$ cat config.mk
export PLATFORM = sky130hd
export DESIGN_NAME = mdr_cmpsub
export DESIGN_NICKNAME = d
export VERILOG_FILES = /design/src/mdr_cmpsub.sv
export SDC_FILE = /design/constraint.sdc
export NUM_CORES = 1
export LEC_CHECK = 0
export ABC_CLOCK_PERIOD_IN_PS = 2500
export BUFFER_PORTS_ARGS = -buffer_cell sky130_fd_sc_hd__clkbuf_2
export CAP_MARGIN = 40
export CORE_UTILIZATION = 43
export DETAILED_ROUTE_END_ITERATION = 10
export PLACE_DENSITY = 0.82
export SETUP_SLACK_MARGIN = 0.3
export SLEW_MARGIN = 10
export SYNTH_ARGS = -nofsm -noshare
export SYNTH_HDL_FRONTEND = slang
export SYNTH_SLANG_ARGS = --single-unit
$ cat constraint.sdc
create_clock -name vclk -period 2.5
set_input_delay 0.375 -clock vclk [all_inputs]
set_output_delay 0.375 -clock vclk [all_outputs]
set_load 0.01 [all_outputs]
$ cat src/mdr_cmpsub.sv
// Shared compare-and-subtract unit: one wide subtract that yields a >= b.
// Used for the offset reduction and each restoring remainder step.
// No package dependency.
module mdr_cmpsub #(
   parameter int WIDTH = 32
) (
   input  logic [WIDTH-1:0] opa,
   input  logic [WIDTH-1:0] opb,
   output logic             ge,
   output logic [WIDTH-1:0] diff
);
   logic [WIDTH:0] full;

   // The borrow out of the extended subtract is low exactly when opa >= opb.
   assign full = {1'b0, opa} - {1'b0, opb};
   assign ge   = ~full[WIDTH];
   assign diff = full[WIDTH-1:0];
endmodule

==> flow_metrics.py <==
metrics = {
    "status": {
        "outcome": "finished with violations",
        "failed_checks": "negative setup slack",
    },
    "place": {
        "dp_cells": 441,
        "dpl.hpwl_um": 4900,
        "port_buffers": 97,
        "globalplace.congestion": 0.821,
        "place_area_um2": 2950,
        "post-place-ws_ns": -0.522,
    },
    "timing": {
        "final_max_slew_viol_count": 0,
        "finalCriticalPeriod_ns": 3.03,
        "rsz0062_at_grt": "yes",
        "setup_viol": 22,
        "fin_hold_ws_ns": 1.12,
        "finalHoldViolations": 0,
        "worst_slack_ns": -0.534,
        "tightest_slew_ns": 0.339,
        "finalSetupTns_ns": -6.93,
        "period_share_pct": 121,
        "relSlewSlack_pct": 77.3,
        "fmax_mhz": 330,
    },
    "route": {
        "drt_iter0_markers": 293,
        "ant_nets": 0,
        "first_pass_iters": 5,
        "routed_wl_um": 9800,
        "wl_per_cell_um": 21.3,
        "route.detailed.drc": 0,
        "vias": 2937,
        "via_per_inst": 6.38,
    },
    "worst_setup_path": {
        "criticalPathCategory": "input pin to output port",
        "cp.required_ns": 2.12,
        "max_stage_delay_ns": 0.36,
        "cp-start-kind": "input pin",
        "slowest_stage": "a311oi_2",
        "path_cells": "clkbuf_2, inv_1, ha_4, nand4_1, nor3_2, a311oi_2, o22ai_2, a31o_1, a221o_1, a21oi_2, xnor2_2, buf_2",
        "path_max_fanout": 3,
        "endpoint_kind": "output port",
        "crit_arrival_ns": 2.66,
    },
    "global_routing": {
        "grt_antenna_before_repair": 0,
        "grt_usage_pct": 32.3,
        "grt_max_degree": 7,
        "grt-ovfl-total": 0,
        "grt_pass1_wl_um": 10800,
        "grt_pass1_vias": 2412,
    },
    "logic_synthesis": {
        "syn_inst": 244,
        "seq_area_frac_synth_pct": 0,
        "synth_top_cell_area_share_pct": 23.4,
        "ys_types": 48,
        "synth_top_area_cell": "ha_1",
        "synth_nets": 341,
        "netlist_area_um2": 1710,
        "synth_area_leaders": "ha_1, inv_1, a21oi_1",
        "syn_avg_cell_area_um2": 7.01,
        "ys_warn_count": 0,
    },
    "die": {
        "initial_core_util_pct": 45.7,
        "dieArea_um2": 4230,
        "rows": 22,
        "die_w_um": 65.1,
        "die_h_um": 65.1,
        "ios": 97,
        "core_area_um2": 3740,
    },
    "power": {
        "p_leak_uw": 0.00183,
        "p_per_area_nw_per_um2": 333,
        "irDropWorstVdd_v": 0.000209,
    },
    "cells_and_area": {
        "fillers": 110,
        "fin_cells": 460,
        "layout-drive-gt1-share_pct": 67.0,
        "syn_to_final_growth_pct": 108,
        "seq_cell_count": 0,
        "fin_area_um2": 3550,
        "num-nets-final": 511,
        "antennaDiodeCount": 0,
        "area.sequential_um2": 0,
        "clkbuf_count": 0,
    },
    "flow_run": {
        "drv_cap": 0,
    },
    "hold_path": {
        "worstHoldPathType": "input pin to output port",
        "whs_path_depth": 4,
    },
    "clock_network": {
        "ctsHoldBuffers": 0,
    },
}
==> worst paths after layout <==
path | startpoint | to
worst max-delay path | opb[10] | diff[26]
worst min-delay path | opb[0] | diff[0]
==> worst max-delay path: cells and delay by family <==
| family | cells | cell delay (ns) |
|---|---|---|
| xor+xnor | 1 | 0.13 |
| compound gates | 5 | 1.32 |
| simple gates | 2 | 0.28 |
| buf+inv | 3 | 0.34 |
| fa+ha+maj | 1 | 0.22 |
==> layer usage <==
layer / track usage (%) / vias up / share of wire (%)
met3: 3.87 / 98 / 9.8
met5: 0 / - / 0
met4: 12.8 / 0 / 8.0
li1: - / 1198 / -
met1: 35.3 / 1345 / 33
met2: 62.0 / 296 / 49
==> cell families (layout without fill, tap and decap cells) <==
kind of cell | after synthesis | in the layout | synth area share [%]
AO/OA/AOI/OAI | 88 | 88 | 36.2
AND/OR/NAND/NOR | 50 | 50 | 14.0
buffers and inverters | 45 | 213 | 10.8
adder cells (fa/ha/maj) | 33 | 33 | 24.6
XOR/XNOR | 28 | 28 | 14.3
==> placed cells by master (no fill, tap or decap), types with 7 or more instances in the layout <==
master	Yosys	layout
xnor2_1	15	8
xor2_1	13	7
buf_6	2	14
ha_1	32	12
xnor2_2	0	7
clkbuf_2	0	70
a21oi_2	3	12
inv_1	42	29
nor2_1	12	8
buf_2	1	22
a21o_1	12	12
nand2_1	15	10
inv_2	0	8
a21oi_1	28	14
o21a_1	8	7
ha_4	0	20
buf_4	0	63
==> synthesized netlist by cell type, types with 2 or more instances <==
cell type and count:
a211oi_1 2, a21o_1 12, a21oi_1 28, a21oi_2 3, a31oi_1 4, and3_1 2, buf_6 2, ha_1 32
inv_1 42, nand2_1 15, nand2b_1 2, nand3_1 4, nand4_1 3, nor2_1 12, nor2b_1 2, nor3_1 3
o21a_1 8, o21ai_0 6, o21ai_1 6, o31ai_1 2, xnor2_1 15, xor2_1 13
==> power by group <==
part           total, uW  switching [uW]  internal, uW
Combinational       1180             600           582
Clock                  0               0             0
Sequential             0               0             0
Total               1180             600           582
==> layout make-up <==
cell class / count / area, um^2 / share of cell area [%]
timing repair buffer: 171 / 1130 / 31.8
inverter: 42 / 190 / 5.35
tap: 48 / 60.1 / 1.69
multi-input combinational: 199 / 2170 / 61.1
==> what timing repair did <==
| item | in CTS | in global routing |
|---|---|---|
| setup buffers | 7 | 12 |
| endpoints found under the setup margin | 26 | 27 |
| gates resized for setup | 53 | 63 |
| hold endpoints to repair | 0 | 0 |
| pin swaps | 25 | 37 |
==> stage by stage <==
stage	utilization, %	power [uW]
after detailed placement	78.8	884
after global routing	94.9	1240
after CTS	87.5	990
after global placement	78.8	858
final	94.9	1180
after floorplan	-	529
Power figures use the tool's default switching activity.
