File: config.mk
export PLATFORM = sky130hd
export DESIGN_NAME = mdr_seq
export DESIGN_NICKNAME = d
export VERILOG_FILES = /design/src/mdr_pkg.sv /design/src/mdr_seq.sv
export SDC_FILE = /design/constraint.sdc
export NUM_CORES = 1
export LEC_CHECK = 0
export BUFFER_PORTS_ARGS = -buffer_cell sky130_fd_sc_hd__buf_2
export CAP_MARGIN = 30
export CORE_AREA = 2 2 39 41
export CTS_CLUSTER_DIAMETER = 50
export DETAILED_ROUTE_END_ITERATION = 16
export DIE_AREA = 0 0 41 43
export SKIP_LAST_GASP = 1
export SLEW_MARGIN = 20
export SYNTH_ARGS = -nofsm -noshare
export SYNTH_HDL_FRONTEND = slang
export SYNTH_SLANG_ARGS = --single-unit
File: constraint.sdc
create_clock -name clock -period 2 [get_ports clock]
set_input_delay 0.4 -clock clock [delete_from_list [all_inputs] [get_ports clock]]
set_output_delay 0.4 -clock clock [all_outputs]
set_load 0.02 [all_outputs]
File: src/mdr_pkg.sv
// Package for the modular dot-product core with delayed reduction.
// Holds widths, register indexes, sequencer states and control structs.
// No dependencies; compile first.
package mdr_pkg;

   // Default parameter values and fixed field widths.
   localparam int ELEM_WIDTH_DEF  = 16;
   localparam int ACC_WIDTH_DEF   = 32;
   localparam int MOD_WIDTH       = 16;
   localparam int CHUNK_WIDTH     = 16;
   localparam int OFFSET_WIDTH    = 32;
   localparam int RES_WIDTH       = 16;
   localparam int CSR_DATA_WIDTH  = 32;
   localparam int CSR_INDEX_WIDTH = 2;

   // Configuration register indexes.
   typedef enum logic [CSR_INDEX_WIDTH-1:0] {
      CSR_MODULUS       = 2'd0,
      CSR_CHUNK_LENGTH  = 2'd1,
      CSR_REDUCE_OFFSET = 2'd2
   } csr_index_type;

   // Sequencer states.
   typedef enum logic [2:0] {
      ST_IDLE,
      ST_MUL,
      ST_ACC,
      ST_SUB,
      ST_DIV,
      ST_FIN
   } seq_state_type;

   // Status from the datapath to the sequencer.
   typedef struct packed {
      logic req_fire;
      logic last;
      logic chunk_hit;
      logic mod_zero;
      logic step_last;
      logic out_free;
   } status_type;

   // Controls from the sequencer to the datapath.
   typedef struct packed {
      logic ready;
      logic load;
      logic mul;
      logic acc;
      logic sub;
      logic div;
      logic fin;
   } ctrl_type;

endpackage

File: src/mdr_seq.sv
// Sequencer of the modular dot-product core.
// Steps one request through multiply, accumulate, reduction and remainder.
// Depends on mdr_pkg.
module mdr_seq
   import mdr_pkg::*;
(
   input  logic       clock,
   input  logic       reset,
   input  status_type status,
   output ctrl_type   ctrl
);
   seq_state_type state_ff, state_in;

   // State register.
   always_ff @(posedge clock) begin
      if (reset) begin
         state_ff <= ST_IDLE;
      end else begin
         state_ff <= state_in;
      end
   end

   // Next state and controls.
   always_comb begin
      state_in = state_ff;
      ctrl     = '0;
      case (state_ff)
         ST_IDLE: begin
            ctrl.ready = 1'b1;
            if (status.req_fire) begin
               ctrl.load = 1'b1;
               state_in  = ST_MUL;
            end
         end
         ST_MUL: begin
            ctrl.mul = 1'b1;
            state_in = ST_ACC;
         end
         ST_ACC: begin
            ctrl.acc = 1'b1;
            if (status.last) begin
               state_in = status.mod_zero ? ST_FIN : ST_DIV;
            end else begin
               state_in = status.chunk_hit ? ST_SUB : ST_IDLE;
            end
         end
         ST_SUB: begin
            ctrl.sub = 1'b1;
            state_in = ST_IDLE;
         end
         ST_DIV: begin
            ctrl.div = 1'b1;
            if (status.step_last) begin
               state_in = ST_FIN;
            end
         end
         ST_FIN: begin
            if (status.out_free) begin
               ctrl.fin = 1'b1;
               state_in = ST_IDLE;
            end
         end
         default: begin
            state_in = ST_IDLE;
         end
      endcase
   end
endmodule

==> qor.csv <==
metric,value,unit
cts_resized,0,
clock_path_buffers,2,
die_area,0.00176,sq mm
worstPathArrival,1.20,ns
viasPerCell,4.14,
synthTopCellsByArea,"dfxtp_1 26%, mux2i_1 8.6%, nor3b_4 8.1%, buf_4 6.5%, and2_1 5.4%",
wl,524,um
worstSetupPathType,register to output pin,
syn-num-nets,35,
final_cell_mix,"14 x buf_2, 3 x nor2_1, 3 x clkbuf_4, 3 x dfxtp_1",
hp-class,input port to register,
status,finished clean,
worstPathRequired,1.60,ns
cp-start-kind,register,
maxSlewViolCount,0,
track_usage,0.0752,
peakVddDrop,0.223,mV
place_area,307,sq um
largest_reg_flops,3,
gp_congestion,0.633,
setup_viol,0,
synth_warnings,0,
grt_setup_unrepaired,no,
postCtsSetupRepairBufs,0,
numCtsBuffers,3,
worst_setup_path_end_kind,output pin,
ys_seq_area_frac,0.259,
cts_max_level,1,
dr_total_vias,244,
fin_setup_tns,0,ns
die_y,43,um
fin_ws,0.405,ns
fillers,157,
antenna_found_initial,0,
cts_root_buf,clkbuf_4,
final_common_cell,buf_2,
timing.final.crit_period,1.60,ns
grt_pass1_wl,834,um
initial_core_util,0.167,
rows,14,
max_slew_margin,0.727,
io_buffers,14,
cts_tree,yes,
reg_top3,state_ff: 3 flops,
grt_pass1_vias,232,
tightest_slew,0.408,ns
min_period_over_period,0.798,
leakage,0.155,nW
nets,52,
n_antenna_cell,0,
synth_seq_cells,3,
dp_hpwl,444,um
syn_avg_cell_area,8.57,sq um
regMostFlops,state_ff,
crit_path_max_fanout,10,
dp.cells,55,
routedWlPerCell,8.88,um
die_x,41,um
fp.coreArea,0.00138,sq mm
clk_latency,0.23,ns
clk_pin_slew,0.04,ns
hold_viol_final,0,
drt_iter0_markers,0,
cts.sinks,3,
drive_above_1_share,0.465,
yosysUniqueCellTypes,18,
post-place-ws,0.623,ns
power_density,795,mW/mm^2
hold_buffers,0,
stdcell_count,59,
yosys.area.top_type_share,0.259,
fmax,627,MHz
syn_inst,27,
skew,0.000820,ns
drv_cap,0,
final_area,333,sq um
syn_area,231,sq um
drt_first_pass_iters,1,
syn_to_final_growth,43.8,%
grt_max_degree,11,
ant_nets,0,
synth_top_cell_by_area,dfxtp_1,
drc,0,
overflow,0,
io_pins,15,
## cell usage after synthesis (all sizes together)
cell	number
dfxtp	3
nor2	3
nor3b	3
a21oi	2
and2	2
buf	2
inv	2
mux2i	2
nor3	2
a31oi	1
a32oi	1
and4	1
nand2	1
nand2b	1
o21a	1
## final timing paths
| check | startpoint | depth (start not counted) | to | slack [ns] |
|---|---|---|---|---|
| setup / recovery | state_ff[2]$_SDFFE_PP0P_ | 2 | ctrl[0] | 0.40 |
| hold / removal | reset | 2 | state_ff[2]$_SDFFE_PP0P_ | 0.36 |
| setup reg to reg | state_ff[2]$_SDFFE_PP0P_ | 3 | state_ff[0]$_SDFFE_PP0P_ | 0.91 |
| hold reg to reg | state_ff[1]$_SDFFE_PP0P_ | 2 | state_ff[0]$_SDFFE_PP0P_ | 0.63 |
## metal layers
metal | part of all wire | global-route usage | wire length (um) | vias to the layer above
li1 | - | - | - | 126
met3 | 0.078 | 0.0471 | 41 | 0
met4 | 0 | 0.0600 | 0 | 0
met5 | 0 | 0 | 0 | -
met1 | 0.39 | 0.0673 | 202 | 111
met2 | 0.53 | 0.113 | 280 | 7
## power by group
| part | internal [W] | leakage, nW | total, W | switching (W) |
|---|---|---|---|---|
| clock network | 0.0000747 | 0.0150 | 0.000105 | 0.0000302 |
| logic | 0.0000365 | 0.116 | 0.0000784 | 0.0000419 |
| registers | 0.0000664 | 0.0247 | 0.0000811 | 0.0000147 |
| total | 0.000178 | 0.155 | 0.000264 | 0.0000868 |
## kinds of logic after synthesis
family                 share of synthesized area
AND/OR/NAND/NOR                            0.416
flip-flops                                 0.259
buffers and inverters                     0.0973
AO/OA/AOI/OAI                              0.141
multiplexers                              0.0865
## metrics by stage
stage               hold WS (ns)   util  total power [W]
floorplan                  0.472      -         0.000139
global placement           0.599  0.222         0.000162
detailed placement         0.605  0.222         0.000162
CTS                        0.361  0.241         0.000271
global route               0.361  0.241         0.000288
finish                     0.364  0.241         0.000264
## worst max-delay path, stage by stage (launching register included)
cell and delay, ns:
dfxtp_1 0.56, and4_1 0.25, buf_2 0.16
## layout make-up
cell class              instances  area, sq um  area share
inverters                       2         7.51      0.0226
flip-flops and latches          3         60.1       0.180
multi-input cells              20          149       0.447
repair buffers                 14         70.1       0.211
clock buffers                   4         26.3      0.0789
well taps                      16         20.0      0.0602
Power figures use the tool's default switching activity.
